**src/rtl/core/rpc_pkg.sv**
```systemverilog
// Package for the point rotation block: widths, CORDIC constants, the arctangent table.
// Has no dependencies. All other files in rtl/core import it.
package rpc_pkg;

  localparam int CORDIC_STAGES_DEF = 16;
  localparam int COORD_WIDTH_DEF   = 32;

  // CORDIC datapath widths: x and y in Q2.30 with headroom, z in 2^-32 turn.
  localparam int XW = 34;
  localparam int ZW = 34;
  localparam int QW = XW + 1;

  localparam logic signed [XW-1:0] CORDIC_GAIN = XW'(32'h26DD3B6A);

  // Quadrant codes of the effective angle.
  localparam logic [1:0] QUAD_0 = 2'd0;
  localparam logic [1:0] QUAD_1 = 2'd1;
  localparam logic [1:0] QUAD_2 = 2'd2;
  localparam logic [1:0] QUAD_3 = 2'd3;

  // Side data carried along the cell chain: quadrant, dx, dy, cx, cy.
  function automatic int side_width(input int cw);
    return 2 + 2 * (cw + 1) + 2 * cw;
  endfunction

  // atan(2^-i) in units of 2^-32 turn.
  function automatic logic [31:0] atan_turn(input logic [4:0] idx);
    logic [31:0] v;
    unique case (idx)
      5'd0:  v = 32'h20000000;
      5'd1:  v = 32'h12E4051E;
      5'd2:  v = 32'h09FB385B;
      5'd3:  v = 32'h051111D4;
      5'd4:  v = 32'h028B0D43;
      5'd5:  v = 32'h0145D7E1;
      5'd6:  v = 32'h00A2F61E;
      5'd7:  v = 32'h00517C55;
      5'd8:  v = 32'h0028BE53;
      5'd9:  v = 32'h00145F2F;
      5'd10: v = 32'h000A2F98;
      5'd11: v = 32'h000517CC;
      5'd12: v = 32'h00028BE6;
      5'd13: v = 32'h000145F3;
      5'd14: v = 32'h0000A2FA;
      5'd15: v = 32'h0000517D;
      5'd16: v = 32'h000028BE;
      5'd17: v = 32'h0000145F;
      5'd18: v = 32'h00000A30;
      5'd19: v = 32'h00000518;
      5'd20: v = 32'h0000028C;
      5'd21: v = 32'h00000146;
      5'd22: v = 32'h000000A3;
      5'd23: v = 32'h00000051;
      5'd24: v = 32'h00000029;
      5'd25: v = 32'h00000014;
      5'd26: v = 32'h0000000A;
      5'd27: v = 32'h00000005;
      5'd28: v = 32'h00000003;
      5'd29: v = 32'h00000001;
      5'd30: v = 32'h00000001;
      5'd31: v = 32'h00000000;
    endcase
    return v;
  endfunction

endpackage

```
**src/rtl/core/rpc_cordic_cell.sv**
```systemverilog
// One CORDIC rotation cell: a micro-rotation by atan(2^-STAGE) and a register.
// Depends on rpc_pkg.
module rpc_cordic_cell #(
  parameter int STAGE  = 0,
  parameter int SIDE_W = rpc_pkg::side_width(rpc_pkg::COORD_WIDTH_DEF)
) (
  input  logic                           clk,
  input  logic                           rst_n,
  input  logic                           vld_i,
  input  logic signed [rpc_pkg::XW-1:0]  x_i,
  input  logic signed [rpc_pkg::XW-1:0]  y_i,
  input  logic signed [rpc_pkg::ZW-1:0]  z_i,
  input  logic [SIDE_W-1:0]              side_i,
  output logic                           vld_o,
  output logic signed [rpc_pkg::XW-1:0]  x_o,
  output logic signed [rpc_pkg::XW-1:0]  y_o,
  output logic signed [rpc_pkg::ZW-1:0]  z_o,
  output logic [SIDE_W-1:0]              side_o
);
  import rpc_pkg::*;

  logic signed [XW-1:0] xs;
  logic signed [XW-1:0] ys;
  logic signed [ZW-1:0] step_angle;
  logic                 vld_r;
  logic signed [XW-1:0] x_r, x_nxt;
  logic signed [XW-1:0] y_r, y_nxt;
  logic signed [ZW-1:0] z_r, z_nxt;
  logic [SIDE_W-1:0]    side_r;

  always_comb begin
    xs         = x_i >>> STAGE;
    ys         = y_i >>> STAGE;
    step_angle = signed'(ZW'(atan_turn(5'(STAGE))));
    if (!z_i[ZW-1]) begin
      x_nxt = x_i - ys;
      y_nxt = y_i + xs;
      z_nxt = z_i - step_angle;
    end else begin
      x_nxt = x_i + ys;
      y_nxt = y_i - xs;
      z_nxt = z_i + step_angle;
    end
  end

  always_ff @(posedge clk) begin
    if (!rst_n) begin
      vld_r <= 1'b0;
    end else begin
      vld_r <= vld_i;
    end
  end

  always_ff @(posedge clk) begin
    x_r    <= x_nxt;
    y_r    <= y_nxt;
    z_r    <= z_nxt;
    side_r <= side_i;
  end

  assign vld_o  = vld_r;
  assign x_o    = x_r;
  assign y_o    = y_r;
  assign z_o    = z_r;
  assign side_o = side_r;

endmodule

```
**config.mk**
```make
export PLATFORM = sky130hd
export DESIGN_NAME = rpc_cordic_cell
export DESIGN_NICKNAME = d
export VERILOG_FILES = /design/src/rtl/core/rpc_pkg.sv /design/src/rtl/core/rpc_cordic_cell.sv
export SDC_FILE = /design/constraint.sdc
export NUM_CORES = 1
export LEC_CHECK = 0
export BUFFER_PORTS_ARGS = -buffer_cell sky130_fd_sc_hd__buf_2
export CAP_MARGIN = 20
export CORE_AREA = 2 2 185 187
export DETAILED_ROUTE_END_ITERATION = 6
export DIE_AREA = 0 0 187 189
export GPL_ROUTABILITY_DRIVEN = 0
export RECOVER_POWER = 25
export SLEW_MARGIN = 20
export SYNTH_ARGS = -nofsm -noshare
export SYNTH_HDL_FRONTEND = slang
export SYNTH_SLANG_ARGS = --single-unit
```
**constraint.sdc**
```tcl
create_clock -name clk -period 7.4 [get_ports clk]
set_input_delay 0.74 -clock clk [delete_from_list [all_inputs] [get_ports clk]]
set_output_delay 0.74 -clock clk [all_outputs]
set_load 0.01 [all_outputs]
```
* Yosys cells after proc, flatten, opt, wreduce, memory -nomap -nowiden
Cells that the tools add are included.
Word-level totals: register bits after elaboration 235, bits in latches 0, bits in writable memories 0, memory bits (read-only) 0, input port bits 237, output and inout bits 235, logic and storage cells 13, memories 0
Operators by class: add/subtract/negate cells 5, multipliers 0, divide/modulo/power cells 0, $lt $le $gt $ge 0, equality and inequality tests 0, shift operators 0, muxes and demuxes 3, bitwise logic cells 0, reduce and logical (&&, ||, !) cells 0
Operators with widths (count):
- 34-bit 2-to-1 mux | 3
- 34-bit subtractor | 2
- 34-bit by 31-bit adder with 34-bit output, second input constant | 1
- 34-bit adder | 1
- 34-bit by 31-bit subtractor with 34-bit output, second input constant | 1

* Depth between registers and ports, before layout
word-level depth 2, depth in mapped cells 12, gate-level depth less buffers 12

* Worst setup path before layout
OpenSTA, ideal clock, no wires.
kind input -> register, start input x_i[15] (netlist bit), end register x_r[21] (netlist: x_o[21]), setup time 130 ps, data arrival time 2951 ps, data required time 7270 ps, setup slack 4319 ps, stages 11, path buffers 1, cell sequence inv_1 > ha_1 > buf_4 > or4_4 > nor4_4 > o21ai_1 > a211oi_1 > o21ai_0 > a21o_1 > a31oi_1 > xnor2_1
On the way: cells in the longest elaborated chain, start to end 2, elaborated cells on any way between the ends 3, those cells by class add/sub (2); mux (1)
Ends and longest elaborated chain:
- start: declaration | line rpc_cordic_cell.sv:10 | input logic signed [rpc_pkg::XW-1:0] x_i,
- 34-bit subtractor or 34-bit adder (tied branches) | line rpc_cordic_cell.sv:36, rpc_cordic_cell.sv:40
- 34-bit 2-to-1 mux (*) | line rpc_cordic_cell.sv:35 | if (!z_i[ZW-1]) begin
- net x_nxt[21] | line rpc_cordic_cell.sv:26 | logic signed [XW-1:0] x_r, x_nxt;
- end signal: assignment | line rpc_cordic_cell.sv:55 | x_r <= x_nxt;
- end: declaration | line rpc_cordic_cell.sv:26
The timed path passes the listed nets; every way through them passes the cells marked *. A chain may end at the register's enable or synchronous reset.

* Worst setup path after layout
start input x_i[12] (netlist bit), end register x_r[31] (netlist: x_o[31])
Same word-level chain as after synthesis.

==> flow_metrics.tcl <==
set metrics [dict create \
    setup_viol 0 \
    crit_arrival_ns 4.35 \
    ys_types 69 \
    tightest_slew_ns 0.9754 \
    cts_buffers 24 \
    syn_area_um2 10720 \
    min_period_over_period_pct 53.28 \
    die_h_um 189 \
    synth-edff-count 0 \
    ir_drop_mv 0.1812 \
    utilization_pct 42.75 \
    portBuffers 471 \
    p_leak_nw 6.866 \
    hold_class "in -> reg" \
    area_growth_pct 32.78 \
    yosys_register_bits 234 \
    criticalPathCategory "in -> reg" \
    post_cts_buffers 0 \
    power_w 0.003506 \
    wl_met2_um 19840 \
    post_drt_wl_per_cell_um 20.55 \
    ant_nets 0 \
    slew_headroom_pct 34.90 \
    rsz0062_at_grt "no" \
    status "finished clean" \
    grt_usage_pct 23.00 \
    drv_slew 0 \
    synthCells 1155 \
    grt_pass1_wl_um 62420 \
    cts.sinks 234 \
    die_area_um2 35340 \
    yosys_warnings 0 \
    wl_met3_um 2937 \
    end_kind "register" \
    cts_tree "yes" \
    fin_crit_ns 3.943 \
    drt_pass1_iterations 5 \
    pre_cts_slack_ns 3.007 \
    nets 1950 \
    critPathLaunchType "input pin" \
    power_density_nw_per_um2 246.4 \
    cts_hold_buf 0 \
    cts_resized 0 \
    root_buffer "clkbuf_16" \
    dieWidth_um 187 \
    core_area_um2 33280 \
    synth_area_per_cell_um2 9.277 \
    grt_pass1_vias 10158 \
    routed_wirelength_um 42560 \
    cp-startpoint "x_i[12]" \
    antenna_found_initial 2 \
    fin_setup_tns_ns 0 \
    cp_data_required_time_ns 7.80 \
    drc 0 \
    drive_above_1_share_pct 32.43 \
    async_reset_ff_share_pct 0 \
    dp_hpwl_um 35000 \
    fmax_mhz 253.6 \
    via_per_inst 4.975 \
    cts_buffer_depth 3 \
    highest_layer "met4" \
    vias 10303 \
    io_pins 472 \
    cts_max_level 1 \
    clk_pin_slew_ns 0.06 \
    drt_iter0_drc 849 \
    grt_overflow 0 \
    hold_viol 0 \
    start_util_pct 32.20 \
    yosysSeqAreaShare_pct 43.72 \
    synth_nets 1499 \
    endpoint "x_o[31]" \
    rows 67 \
    fin_ws_ns 3.457 \
    synth_flop_cell "dfxtp_1" \
    cp_max_fo 18 \
    drv_cap 0 \
    grt_max_degree 81 \
    met1Wirelength_um 18600 \
]
how the worst min path moves through the flow:
stage | cells past startpoint | slack, ns | start | endpoint
after floorplan | 0 | 0.77 | side_i[0] | side_o[0]
after global placement | 1 | 0.84 | side_i[104] | side_o[104]
after detailed placement | 1 | 0.84 | side_i[83] | side_o[83]
after CTS | 1 | 0.28 | side_i[67] | side_o[67]
after global routing | 1 | 0.28 | side_i[17] | side_o[17]
final | 1 | 0.30 | side_i[67] | side_o[67]
per-layer routing:
| layer | vias to the layer above | GRT usage, % |
|---|---|---|
| met1 | 4842 | 29.94 |
| li1 | 4886 | - |
| met4 | 0 | 7.234 |
| met3 | 66 | 4.560 |
| met2 | 509 | 38.36 |
| met5 | - | 0 |
final cells by class:
type                    count  area, um2
repair buffers            473       2372
diodes                      1      2.502
fillers                  3332      19050
clock buffers              36      696.9
clock inverters             6      83.83
inverters                 110      412.9
well taps                 448      560.5
flip-flops and latches    234       4684
multi-input cells         763       5414
synth_stat cells, types with 6 or more instances:
cell / instances / area share, %
a211oi_1: 18 / 1.3
a21o_1: 18 / 1.3
a21oi_1: 117 / 5.5
a31oi_1: 9 / 0.53
and2_1: 7 / 0.41
buf_1: 9 / 0.32
buf_2: 9 / 0.42
clkbuf_1: 26 / 0.91
clkinv_1: 6 / 0.21
dfxtp_1: 234 / 44
ha_1: 103 / 12
inv_1: 104 / 3.6
mux2i_1: 11 / 1.0
nand2_1: 31 / 1.1
nand2b_1: 11 / 0.64
nand3_1: 16 / 0.75
nand4_1: 10 / 0.58
nor2_1: 76 / 2.7
nor2b_1: 14 / 0.82
nor3_1: 26 / 1.2
nor4_1: 9 / 0.53
o211ai_1: 16 / 1.1
o21a_1: 7 / 0.49
o21ai_0: 88 / 4.1
o21bai_1: 27 / 1.9
o31ai_1: 8 / 0.56
xnor2_1: 57 / 4.7
xor2_1: 9 / 0.74
through the flow:
step	hold WS, ns	std cells	area (um2)
after CTS	0.2774	2070	14220
after detailed placement	0.8436	2028	13440
after global routing	0.2779	2070	14220
after floorplan	0.7677	1155	10720
after global placement	0.8419	2028	13440
final	0.3019	2071	14230
cells in the final DEF (no fill, tap or decap), drive strengths merged, types with 16 or more instances in the layout:
cell type  netlist  final
o21bai          27     27
buf             21    473
nor3            26     26
nand2           31     31
nand3           16     16
a21o            18     18
a21oi          118    118
dfxtp          234    234
clkbuf          27     36
inv            104    105
xnor2           57     57
a211oi          18     18
o211ai          16     16
nor2            76     76
ha             103    103
o21ai           89     89
registers in the layout (all words and copies together) (netlist names):
register  cells
side_o      132
y_o          34
z_o          34
x_o          33
vld_o         1
kinds of logic (layout without fill, tap and decap cells):
| family | count (synthesis) | after routing | share of synthesized area, % |
|---|---|---|---|
| other | 0 | 1 | 0 |
| multiplexers | 11 | 11 | 1.028 |
| AND/OR/NAND/NOR | 222 | 222 | 10.35 |
| AO/OA/AOI/OAI | 357 | 357 | 20.98 |
| buffers and inverters | 158 | 625 | 5.756 |
| flip-flops | 234 | 234 | 43.72 |
| adder cells (fa/ha/maj) | 107 | 107 | 12.77 |
| XOR/XNOR | 66 | 66 | 5.395 |
worst max-delay path: stages:
cell and delay [ns]:
buf_2 0.11, inv_1 0.05, ha_1 0.63, nand2_1 0.20, or4_1 0.65, nor4_1 0.78, o211ai_1 0.31, nand4b_1 0.29
and3b_1 0.22, o31ai_1 0.07, o31a_1 0.14, xnor2_1 0.14
where the power goes:
part	leakage, nW	switching [W]	internal [W]
sequential	1.97	0.0000461	0.00140
clock	0.384	0.000501	0.000718
combinational	4.51	0.000511	0.000331
Power figures use the tool's default switching activity.
