`config.mk`:
```
export PLATFORM = sky130hd
export DESIGN_NAME = rpc_prep
export DESIGN_NICKNAME = d
export VERILOG_FILES = /design/src/rtl/core/rpc_pkg.sv /design/src/rtl/core/rpc_prep.sv
export SDC_FILE = /design/constraint.sdc
export NUM_CORES = 1
export LEC_CHECK = 0
export ABC_CLOCK_PERIOD_IN_PS = 2500
export BUFFER_PORTS_ARGS = -buffer_cell sky130_fd_sc_hd__buf_2
export CAP_MARGIN = 20
export CORE_MARGIN = 2
export CORE_UTILIZATION = 48
export DETAILED_ROUTE_END_ITERATION = 8
export PLACE_DENSITY_LB_ADDON = 0.1
export SYNTH_ARGS = -nofsm -noshare
export SYNTH_HDL_FRONTEND = slang
export SYNTH_SLANG_ARGS = --single-unit
```
`constraint.sdc`:
```
create_clock -name clk -period 2.5 [get_ports clk]
set_input_delay 0.25 -clock clk [delete_from_list [all_inputs] [get_ports clk]]
set_output_delay 0.25 -clock clk [all_outputs]
set_load 0.05 [all_outputs]
```
`src/rtl/core/rpc_pkg.sv`:
```
// Package for the point rotation block: widths, CORDIC constants, the arctangent table.
// Has no dependencies. All other files in rtl/core import it.
package rpc_pkg;

  localparam int CORDIC_STAGES_DEF = 16;
  localparam int COORD_WIDTH_DEF   = 32;

  // CORDIC datapath widths: x and y in Q2.30 with headroom, z in 2^-32 turn.
  localparam int XW = 34;
  localparam int ZW = 34;
  localparam int QW = XW + 1;

  localparam logic signed [XW-1:0] CORDIC_GAIN = XW'(32'h26DD3B6A);

  // Quadrant codes of the effective angle.
  localparam logic [1:0] QUAD_0 = 2'd0;
  localparam logic [1:0] QUAD_1 = 2'd1;
  localparam logic [1:0] QUAD_2 = 2'd2;
  localparam logic [1:0] QUAD_3 = 2'd3;

  // Side data carried along the cell chain: quadrant, dx, dy, cx, cy.
  function automatic int side_width(input int cw);
    return 2 + 2 * (cw + 1) + 2 * cw;
  endfunction

  // atan(2^-i) in units of 2^-32 turn.
  function automatic logic [31:0] atan_turn(input logic [4:0] idx);
    logic [31:0] v;
    unique case (idx)
      5'd0:  v = 32'h20000000;
      5'd1:  v = 32'h12E4051E;
      5'd2:  v = 32'h09FB385B;
      5'd3:  v = 32'h051111D4;
      5'd4:  v = 32'h028B0D43;
      5'd5:  v = 32'h0145D7E1;
      5'd6:  v = 32'h00A2F61E;
      5'd7:  v = 32'h00517C55;
      5'd8:  v = 32'h0028BE53;
      5'd9:  v = 32'h00145F2F;
      5'd10: v = 32'h000A2F98;
      5'd11: v = 32'h000517CC;
      5'd12: v = 32'h00028BE6;
      5'd13: v = 32'h000145F3;
      5'd14: v = 32'h0000A2FA;
      5'd15: v = 32'h0000517D;
      5'd16: v = 32'h000028BE;
      5'd17: v = 32'h0000145F;
      5'd18: v = 32'h00000A30;
      5'd19: v = 32'h00000518;
      5'd20: v = 32'h0000028C;
      5'd21: v = 32'h00000146;
      5'd22: v = 32'h000000A3;
      5'd23: v = 32'h00000051;
      5'd24: v = 32'h00000029;
      5'd25: v = 32'h00000014;
      5'd26: v = 32'h0000000A;
      5'd27: v = 32'h00000005;
      5'd28: v = 32'h00000003;
      5'd29: v = 32'h00000001;
      5'd30: v = 32'h00000001;
      5'd31: v = 32'h00000000;
    endcase
    return v;
  endfunction

endpackage

```
`src/rtl/core/rpc_prep.sv`:
```
// Input stage: effective angle, quadrant split, residual angle and point offsets.
// Depends on rpc_pkg.
module rpc_prep #(
  parameter int CW = rpc_pkg::COORD_WIDTH_DEF
) (
  input  logic                                    clk,
  input  logic                                    rst_n,
  input  logic                                    vld_i,
  input  logic                                    mode_i,
  input  logic signed [CW-1:0]                    point_x_i,
  input  logic signed [CW-1:0]                    point_y_i,
  input  logic signed [CW-1:0]                    center_x_i,
  input  logic signed [CW-1:0]                    center_y_i,
  input  logic [15:0]                             angle_i,
  output logic                                    vld_o,
  output logic signed [rpc_pkg::ZW-1:0]           z_o,
  output logic [rpc_pkg::side_width(CW)-1:0]      side_o
);
  import rpc_pkg::*;

  localparam int DW     = CW + 1;
  localparam int SIDE_W = side_width(CW);

  logic [15:0]              eff_angle;
  logic [15:0]              angle_off;
  logic [1:0]               quad;
  logic [15:0]              resid;
  logic signed [DW-1:0]     dx;
  logic signed [DW-1:0]     dy;
  logic                     vld_r;
  logic signed [ZW-1:0]     z_r, z_nxt;
  logic [SIDE_W-1:0]        side_r, side_nxt;

  always_comb begin
    eff_angle = mode_i ? 16'(16'd0 - angle_i) : angle_i;
    angle_off = eff_angle + 16'h2000;
    quad      = angle_off[15:14];
    // Residual lands in -8192..8191 once the quadrant is taken out.
    resid     = eff_angle - {quad, 14'd0};
    z_nxt     = {{(ZW-32){resid[15]}}, resid, 16'd0};
    dx        = DW'(point_x_i) - DW'(center_x_i);
    dy        = DW'(point_y_i) - DW'(center_y_i);
    side_nxt  = {quad, dx, dy, center_x_i, center_y_i};
  end

  always_ff @(posedge clk) begin
    if (!rst_n) begin
      vld_r <= 1'b0;
    end else begin
      vld_r <= vld_i;
    end
  end

  always_ff @(posedge clk) begin
    z_r    <= z_nxt;
    side_r <= side_nxt;
  end

  assign vld_o  = vld_r;
  assign z_o    = z_r;
  assign side_o = side_r;

endmodule

```
# Word level (Yosys, flattened, before mapping)
# Index checks and enable logic that the tools add are counted.
dict set report word_totals {
  reg_bits 149
  in_bits 148
  out_inout_bits 167
  elab_cells 9
}
dict set report classes {
  n_addsub 5
  muxes 1
}
# operator n
set op_table {}
lappend op_table {{32-bit by 32-bit subtractor with 33-bit output} 2}
lappend op_table {{16-bit by 14-bit adder with 16-bit output, second input constant} 1}
lappend op_table {{16-bit 2-to-1 mux} 1}
lappend op_table {{1-bit by 16-bit subtractor with 16-bit output, first input constant} 1}
lappend op_table {{16-bit subtractor} 1}

# Logic depth before layout (Yosys ltp)
# Gate-level depths: netlist (run 1).
dict set report depth {
  depth_word 4
  depth_mapped 11
  depth_no_buf 11
}

# Worst setup path before layout (run 1)
# OpenSTA, ideal clock, no wires.
dict set report synth_path {
  path_kind {input to register}
  start {input center_y_i[17]}
  end {register side_r[94], in the netlist side_o[94]}
  setup_ps 152
  t_arrival_ps 2111
  required_time_ps 2348
  path_slack_ps 237
  cell_stages 9
  path_buffers 0
  cell_sequence {inv_1 > ha_1 > a21o_1 > a21o_1 > a21o_1 > a221o_1 > a311o_1 > a41oi_2 > o311ai_0}
}
dict set report synth_between {
  elab_chain_len 1
}
# item line_no
set synth_lines {}
lappend synth_lines {{start, declared} rpc_prep.sv:13} ;# input logic signed [CW-1:0] center_y_i,
lappend synth_lines {{32-bit by 32-bit subtractor with 33-bit output} rpc_prep.sv:42} ;# dy = DW'(point_y_i) - DW'(center_y_i);
lappend synth_lines {{net dy[30]} rpc_prep.sv:29} ;# logic signed [DW-1:0] dy;
lappend synth_lines {{end signal, assigned} rpc_prep.sv:56} ;# side_r <= side_nxt;
lappend synth_lines {{end, declared} rpc_prep.sv:32} ;# logic [SIDE_W-1:0] side_r, side_nxt;
# The timed path passes the listed nets, and every way through them passes these cells.
# A chain may end at the register's enable or synchronous reset.

# Final worst setup path (run 1)
dict set report layout_path {
  start {input center_y_i[22]}
  end {register side_r[92], in the netlist side_o[92]}
}
# The elaborated chain is that of the path after synthesis.

==> results.cfg, run 1 <==
[drt]
wire_per_inst_um = 14.1
ant_nets = 0
dr.pass1.iters = 5
vias = 6556
viasPerCell = 4.89
post-route-drc-count = 0
wl_met1_mm = 7.73
drt-total-wl_mm = 18.9
highest_layer = met4
met3_length_mm = 1.19
dr_wl_met2_mm = 9.62
drt-initial-drc-count = 362

[yosys]
synthArstFlopShare_pct = 0
synth-edff-count = 0
ys_types = 65
ys_ff_latch = 149
syn_area_um2 = 7030
seq_area_frac_synth_pct = 42.4
yosys_warnings = 0
syn_area_per_cell_um2 = 9.47
synth-main-ff-cell = dfxtp_1
syn_inst = 742

[cts]
clock_path_buffers = 2
cts_buffers = 17
path_clk_slew_ns = 0.06
cts_tree = done
cts-root-buf = clkbuf_16
cts.htree.levels = 4
clock-sinks = 149

[sta]
hold_violations = 0
worst_pin_slew_ns = 0.711
min_period_over_period_pct = 97.2
rsz0062_at_grt = true
fin_ws_ns = 0.0707
slew_headroom_pct = 51.4
finalSetupViolCount = 0
drv_slew = 0
fin_crit_ns = 2.43
fmax_ghz = 0.412

[global_route]
grt_max_degree = 17
grt_usage_pct = 23.3
gr-total-overflow = 0
grt_pass1_vias = 6184
grt_pass1_wl_mm = 29.4
antenna_found_initial = 0

[worst_setup_path]
critPathMaxFanout = 8
critical_path.top_delay_family = compound AO/OA/AOI/OAI gates
arrival_ns = 2.78
required_ns = 2.85
startpoint_type = primary input
critical-path-max-stage-delay_ns = 0.53
endpoint_kind = register
path_class = primary input to register
slowest_stage = dlygate4sd3_1
startpoint = center_y_i[22]
worst-path-buf-inv = 4
crit_path_cell_trace = dlygate4sd3_1 -> buf_2 -> inv_1 -> ha_1 -> and4_1 -> a221o_1 -> a311o_1 -> a41oi_4 -> buf_4 -> xnor2_1

[layout]
regArea_um2 = 2980
nets = 1363
syn2layout_area_growth_pct = 45.7
antennaDiodeCount = 0
finalNonFillerCells = 1341
final.fill_count = 1126
drive_above_1_share_pct = 34.8
multi_input_area_um2 = 3740

[die]
die_x_um = 125
core_um2 = 14400
die_y_um = 125
start_util_pct = 48.7
rows = 44
pin_count = 315
dieArea_um2 = 15600

[power]
leakagePower_nw = 5.28
power_density_nw_per_um2 = 794
irDropWorstVdd_mv = 0.689

[worst_hold_path]
hold_class = primary input to register
hold_start = vld_i

[placement]
io_buffers = 298
dp_slack_ns = -0.0651
place.gp.congestion = 0.855
hpwl_mm = 14.2
dp_cells = 1241

[flow_run]
maxCapViolCount = 0

[run_status]
outcome = finished clean
-- path summary, 6_finish.rpt --
kind | end | depth (start not counted)
hold / removal | vld_o$_SDFF_PN0_ | 2
setup / recovery | side_o[92]$_DFF_P_ | 10
-- flip-flops by register name, indices dropped and copies added (netlist names) --
register / cells
side_o: 132
vld_o: 1
z_o: 16
-- routing by layer --
layer / vias to the layer above / GRT usage (%)
met5: - / 0
met4: 0 / 6.73
met3: 25 / 7.15
met2: 236 / 42.6
met1: 2950 / 26.1
li1: 3345 / -
-- power breakdown --
part | switching, mW | total (mW) | leakage [nW] | internal, mW
Sequential | 0.0780 | 2.78 | 1.26 | 2.70
Clock | 0.976 | 2.43 | 0.268 | 1.46
Combinational | 2.03 | 2.92 | 3.76 | 0.885
Total | 3.09 | 8.13 | 5.28 | 5.04
-- Yosys cell counts, types with 2 or more instances --
master	number	area (µm²)
dfxtp_1	149	2980
o21ai_0	31	155
o21ai_1	4	20.0
inv_1	83	312
or2_2	5	31.3
buf_4	18	135
a41oi_2	2	32.5
o2111ai_1	3	26.3
o31a_1	6	52.6
nand2b_1	7	43.8
a21oi_1	44	220
xor2_1	17	149
o22ai_1	2	12.5
and2_1	5	31.3
nand4_1	3	18.8
nor3_1	12	60.1
a31oi_1	9	56.3
xnor2_1	52	455
buf_2	3	15.0
o21a_1	11	82.6
a211oi_1	4	30.0
o31ai_1	8	60.1
ha_1	68	851
o211ai_1	2	15.0
a21oi_2	3	26.3
nand3_1	17	85.1
nor2_1	34	128
nor2b_1	8	50.1
and3_1	9	56.3
fa_1	2	40.0
clkbuf_1	8	30.0
a21o_1	34	255
and3_2	2	15.0
a41oi_1	2	17.5
o211a_1	3	30.0
nand2_1	35	131
or3_1	7	43.8
o21bai_1	2	15.0
a31o_2	2	17.5
-- stage by stage --
stage / setup TNS [ns] / hold slack [ns] / total power [mW] / utilization (%) / area, µm²
finish: 0 / 0.0321 / 8.13 / 71.0 / 10200
global route: -0.0725 / 0.0290 / 8.49 / 71.0 / 10200
CTS: 0 / 0.0135 / 8.13 / 69.9 / 10100
detailed placement: -0.0762 / 0.367 / 5.60 / 61.4 / 8860
global placement: -0.0423 / 0.367 / 5.59 / 61.4 / 8860
floorplan: 0 / 0.278 / 4.91 / - / 7090
-- cells by family after synthesis --
family | count (synthesis) | synth area share [%]
buffers and inverters | 113 | 7.07
other | 1 | 0.0533
DFF | 149 | 42.4
and+or+nand+nor | 149 | 10.4
xor gates and xnor gates | 69 | 8.60
adders and majority gates | 70 | 12.7
AOI/OAI and AO/OA | 191 | 18.8
-- cells in the final DEF (no fill, tap or decap), drive strengths merged, types with 11 or more instances in the layout --
| cell | instances |
|---|---|
| inv | 83 |
| nand3 | 17 |
| xor2 | 17 |
| o21a | 11 |
| a21oi | 47 |
| dfxtp | 149 |
| nor3 | 12 |
| o21ai | 35 |
| nor2 | 34 |
| buf | 334 |
| nand2 | 35 |
| dlygate4sd3 | 65 |
| and3 | 11 |
| ha | 68 |
| conb | 16 |
| xnor2 | 52 |
| clkbuf | 18 |
| a21o | 34 |
-- layout make-up --
class,count,share of cell area [%]
Timing Repair Buffer,399,23.5
Tap cell,184,2.25
Multi-Input combinational cell,495,36.5
Sequential cell,149,29.1
Clock buffer,18,4.19
Clock inverter,13,1.33
Inverter,83,3.04
-- what timing repair did --
action | 4_1_cts | 5_1_grt
setup buffers | 0 | 4
hold endpoints to repair | 65 | 0
hold buffers | 65 | 0
resized for setup | 0 | 28
endpoints found under the setup margin | 0 | 17
(Power assumes the default switching activity.)
==> run 2: changes to the inputs <==
--- a/config.mk
+++ b/config.mk
@@ -8,9 +8,11 @@
 export ABC_CLOCK_PERIOD_IN_PS = 2500
 export BUFFER_PORTS_ARGS = -buffer_cell sky130_fd_sc_hd__buf_2
 export CAP_MARGIN = 20
+export CORE_ASPECT_RATIO = 0.6
 export CORE_MARGIN = 2
 export CORE_UTILIZATION = 48
 export DETAILED_ROUTE_END_ITERATION = 8
+export GPL_ROUTABILITY_DRIVEN = 0
 export PLACE_DENSITY_LB_ADDON = 0.1
 export SYNTH_ARGS = -nofsm -noshare
 export SYNTH_HDL_FRONTEND = slang
==> run 2 against run 1 <==
Net effect:
- via count rose by 1.5%
- sequential share of layout area fell by 0.42 points
- critical path depth did not move
- hold slack got worse by 0.0089 ns
- highest routed layer unchanged
- flip-flop and latch count did not move
- global-route usage rose by 1.4 points
- worst setup slack improved by 0.0097 ns
- final cell count rose by 0.52%
- wire length rose by 6.5%
- sequential power barely moved
- maximum frequency rose by 0.40%
==> results.cfg, run 2 (synthesis gave the netlist of run 1 again) <==
[run_status]
outcome = finished clean

[layout]
antennaDiodeCount = 0
design_area_um2 = 10400
regArea_um2 = 2980
final_common_cell = buf_2
finalNonFillerCells = 1348
largest_reg_flops = 132
drive_above_1_share_pct = 36.3
layout_common_cells = buf_2 (297), dfxtp_1 (149), inv_1 (81)
multi_input_area_um2 = 3880
syn2layout_area_growth_pct = 47.8
nets = 1355
final.fill_count = 1132
post-route-util_pct = 72.3

[drt]
wire_per_inst_um = 14.9
vias = 6657
dr.pass1.iters = 5
viasPerCell = 4.94
drt-total-wl_mm = 20.1
drt-initial-drc-count = 280
post-route-drc-count = 0
ant_nets = 0

[flow_run]
maxCapViolCount = 0

[placement]
placed_cell_area_um2 = 8830
dp_slack_ns = -0.0872
hpwl_mm = 14.4
dp_cells = 1249
io_buffers = 298

[power]
power_density_nw_per_um2 = 810
leakagePower_nw = 5.27
power_mw = 8.41
irDropWorstVdd_mv = 0.456

[die]
start_util_pct = 48.9
die_x_um = 160
die_y_um = 97.7
pin_count = 315
dieArea_um2 = 15700
core_um2 = 14400
rows = 34

[worst_hold_path]
hold_class = primary input to register
worstHoldPathCells = 2

[global_route]
grt_max_degree = 17
grt_usage_pct = 24.7
grt_pass1_vias = 6404
antenna_found_initial = 0
gr-total-overflow = 0
grt_pass1_wl_mm = 31.5

[sta]
hold_violations = 0
worst_pin_slew_ns = 0.622
min_period_over_period_pct = 96.8
fin_crit_ns = 2.42
drv_slew = 0
finalSetupViolCount = 0
fin_hold_ws_ns = 0.0232
fmax_ghz = 0.413
rsz0062_at_grt = true
slew_headroom_pct = 57.4
fin_setup_tns_ns = 0
fin_ws_ns = 0.0803

[worst_setup_path]
path_class = primary input to register
startpoint_type = primary input
required_ns = 2.82
arrival_ns = 2.74
critPathMaxFanout = 8
endpoint_kind = register

[cts]
path_clk_slew_ns = 0.07
cts.htree.levels = 4
cts_tree = done
clock_path_buffers = 2
clock-sinks = 149
cts-root-buf = clkbuf_16
cts_buffers = 17
-- run 2: cell count changes in the layout (fill, tap and decap cells not counted), moves of 2 or more --
cell | before | now
buf_4 | 36 | 28
clkinv_2 | 4 | 2
ha_1 | 66 | 51
ha_2 | 0 | 8
ha_4 | 2 | 9
inv_6 | 0 | 3
nor3_1 | 12 | 10
nor3_2 | 0 | 2
-- run 2: worst paths after layout --
path	startpoint	endpoint	slack (ns)
setup / recovery	center_y_i[22]	side_o[94]$_DFF_P_	0.08
hold / removal	vld_i	vld_o$_SDFF_PN0_	0.02
-- run 2: routing by layer --
layer  vias up  wire [µm]  track usage [%]
li1       3324          -                -
met1      2979       9130             32.4
met2       309       9080             39.7
met3        45       1410             5.95
met4         0        522             9.70
met5         -          0                0
-- run 2: what timing repair did --
action | 4_1_cts | 5_1_grt
endpoints found under the setup margin | 0 | 22
setup buffers | 0 | 3
gates resized for setup | 0 | 55
hold buffers | 65 | 0
hold endpoints to repair | 65 | 0
-- run 2: critical path, stage by stage --
cell	delay, ns
dlygate4sd3_1	0.55
buf_2	0.13
inv_1	0.05
ha_2	0.31
and4_1	0.21
a221o_1	0.36
a311o_1	0.40
a41oi_4	0.25
nand3_1	0.13
o311ai_2	0.10
-- run 2: layout make-up --
| type | count | share of cell area, % |
|---|---|---|
| well taps | 198 | 2.38 |
| flip-flops and latches | 149 | 28.7 |
| inverters | 83 | 3.00 |
| clock buffers | 18 | 4.13 |
| multi-input cells | 495 | 37.4 |
| repair buffers | 391 | 22.7 |
| clock inverters | 14 | 1.69 |
-- run 2: where the power goes --
part | leakage, nW | internal, mW | total, mW | switching, mW
Combinational | 3.73 | 0.909 | 2.98 | 2.07
Clock | 0.287 | 1.58 | 2.65 | 1.07
Sequential | 1.26 | 2.70 | 2.78 | 0.0794
Total | 5.27 | 5.19 | 8.41 | 3.22
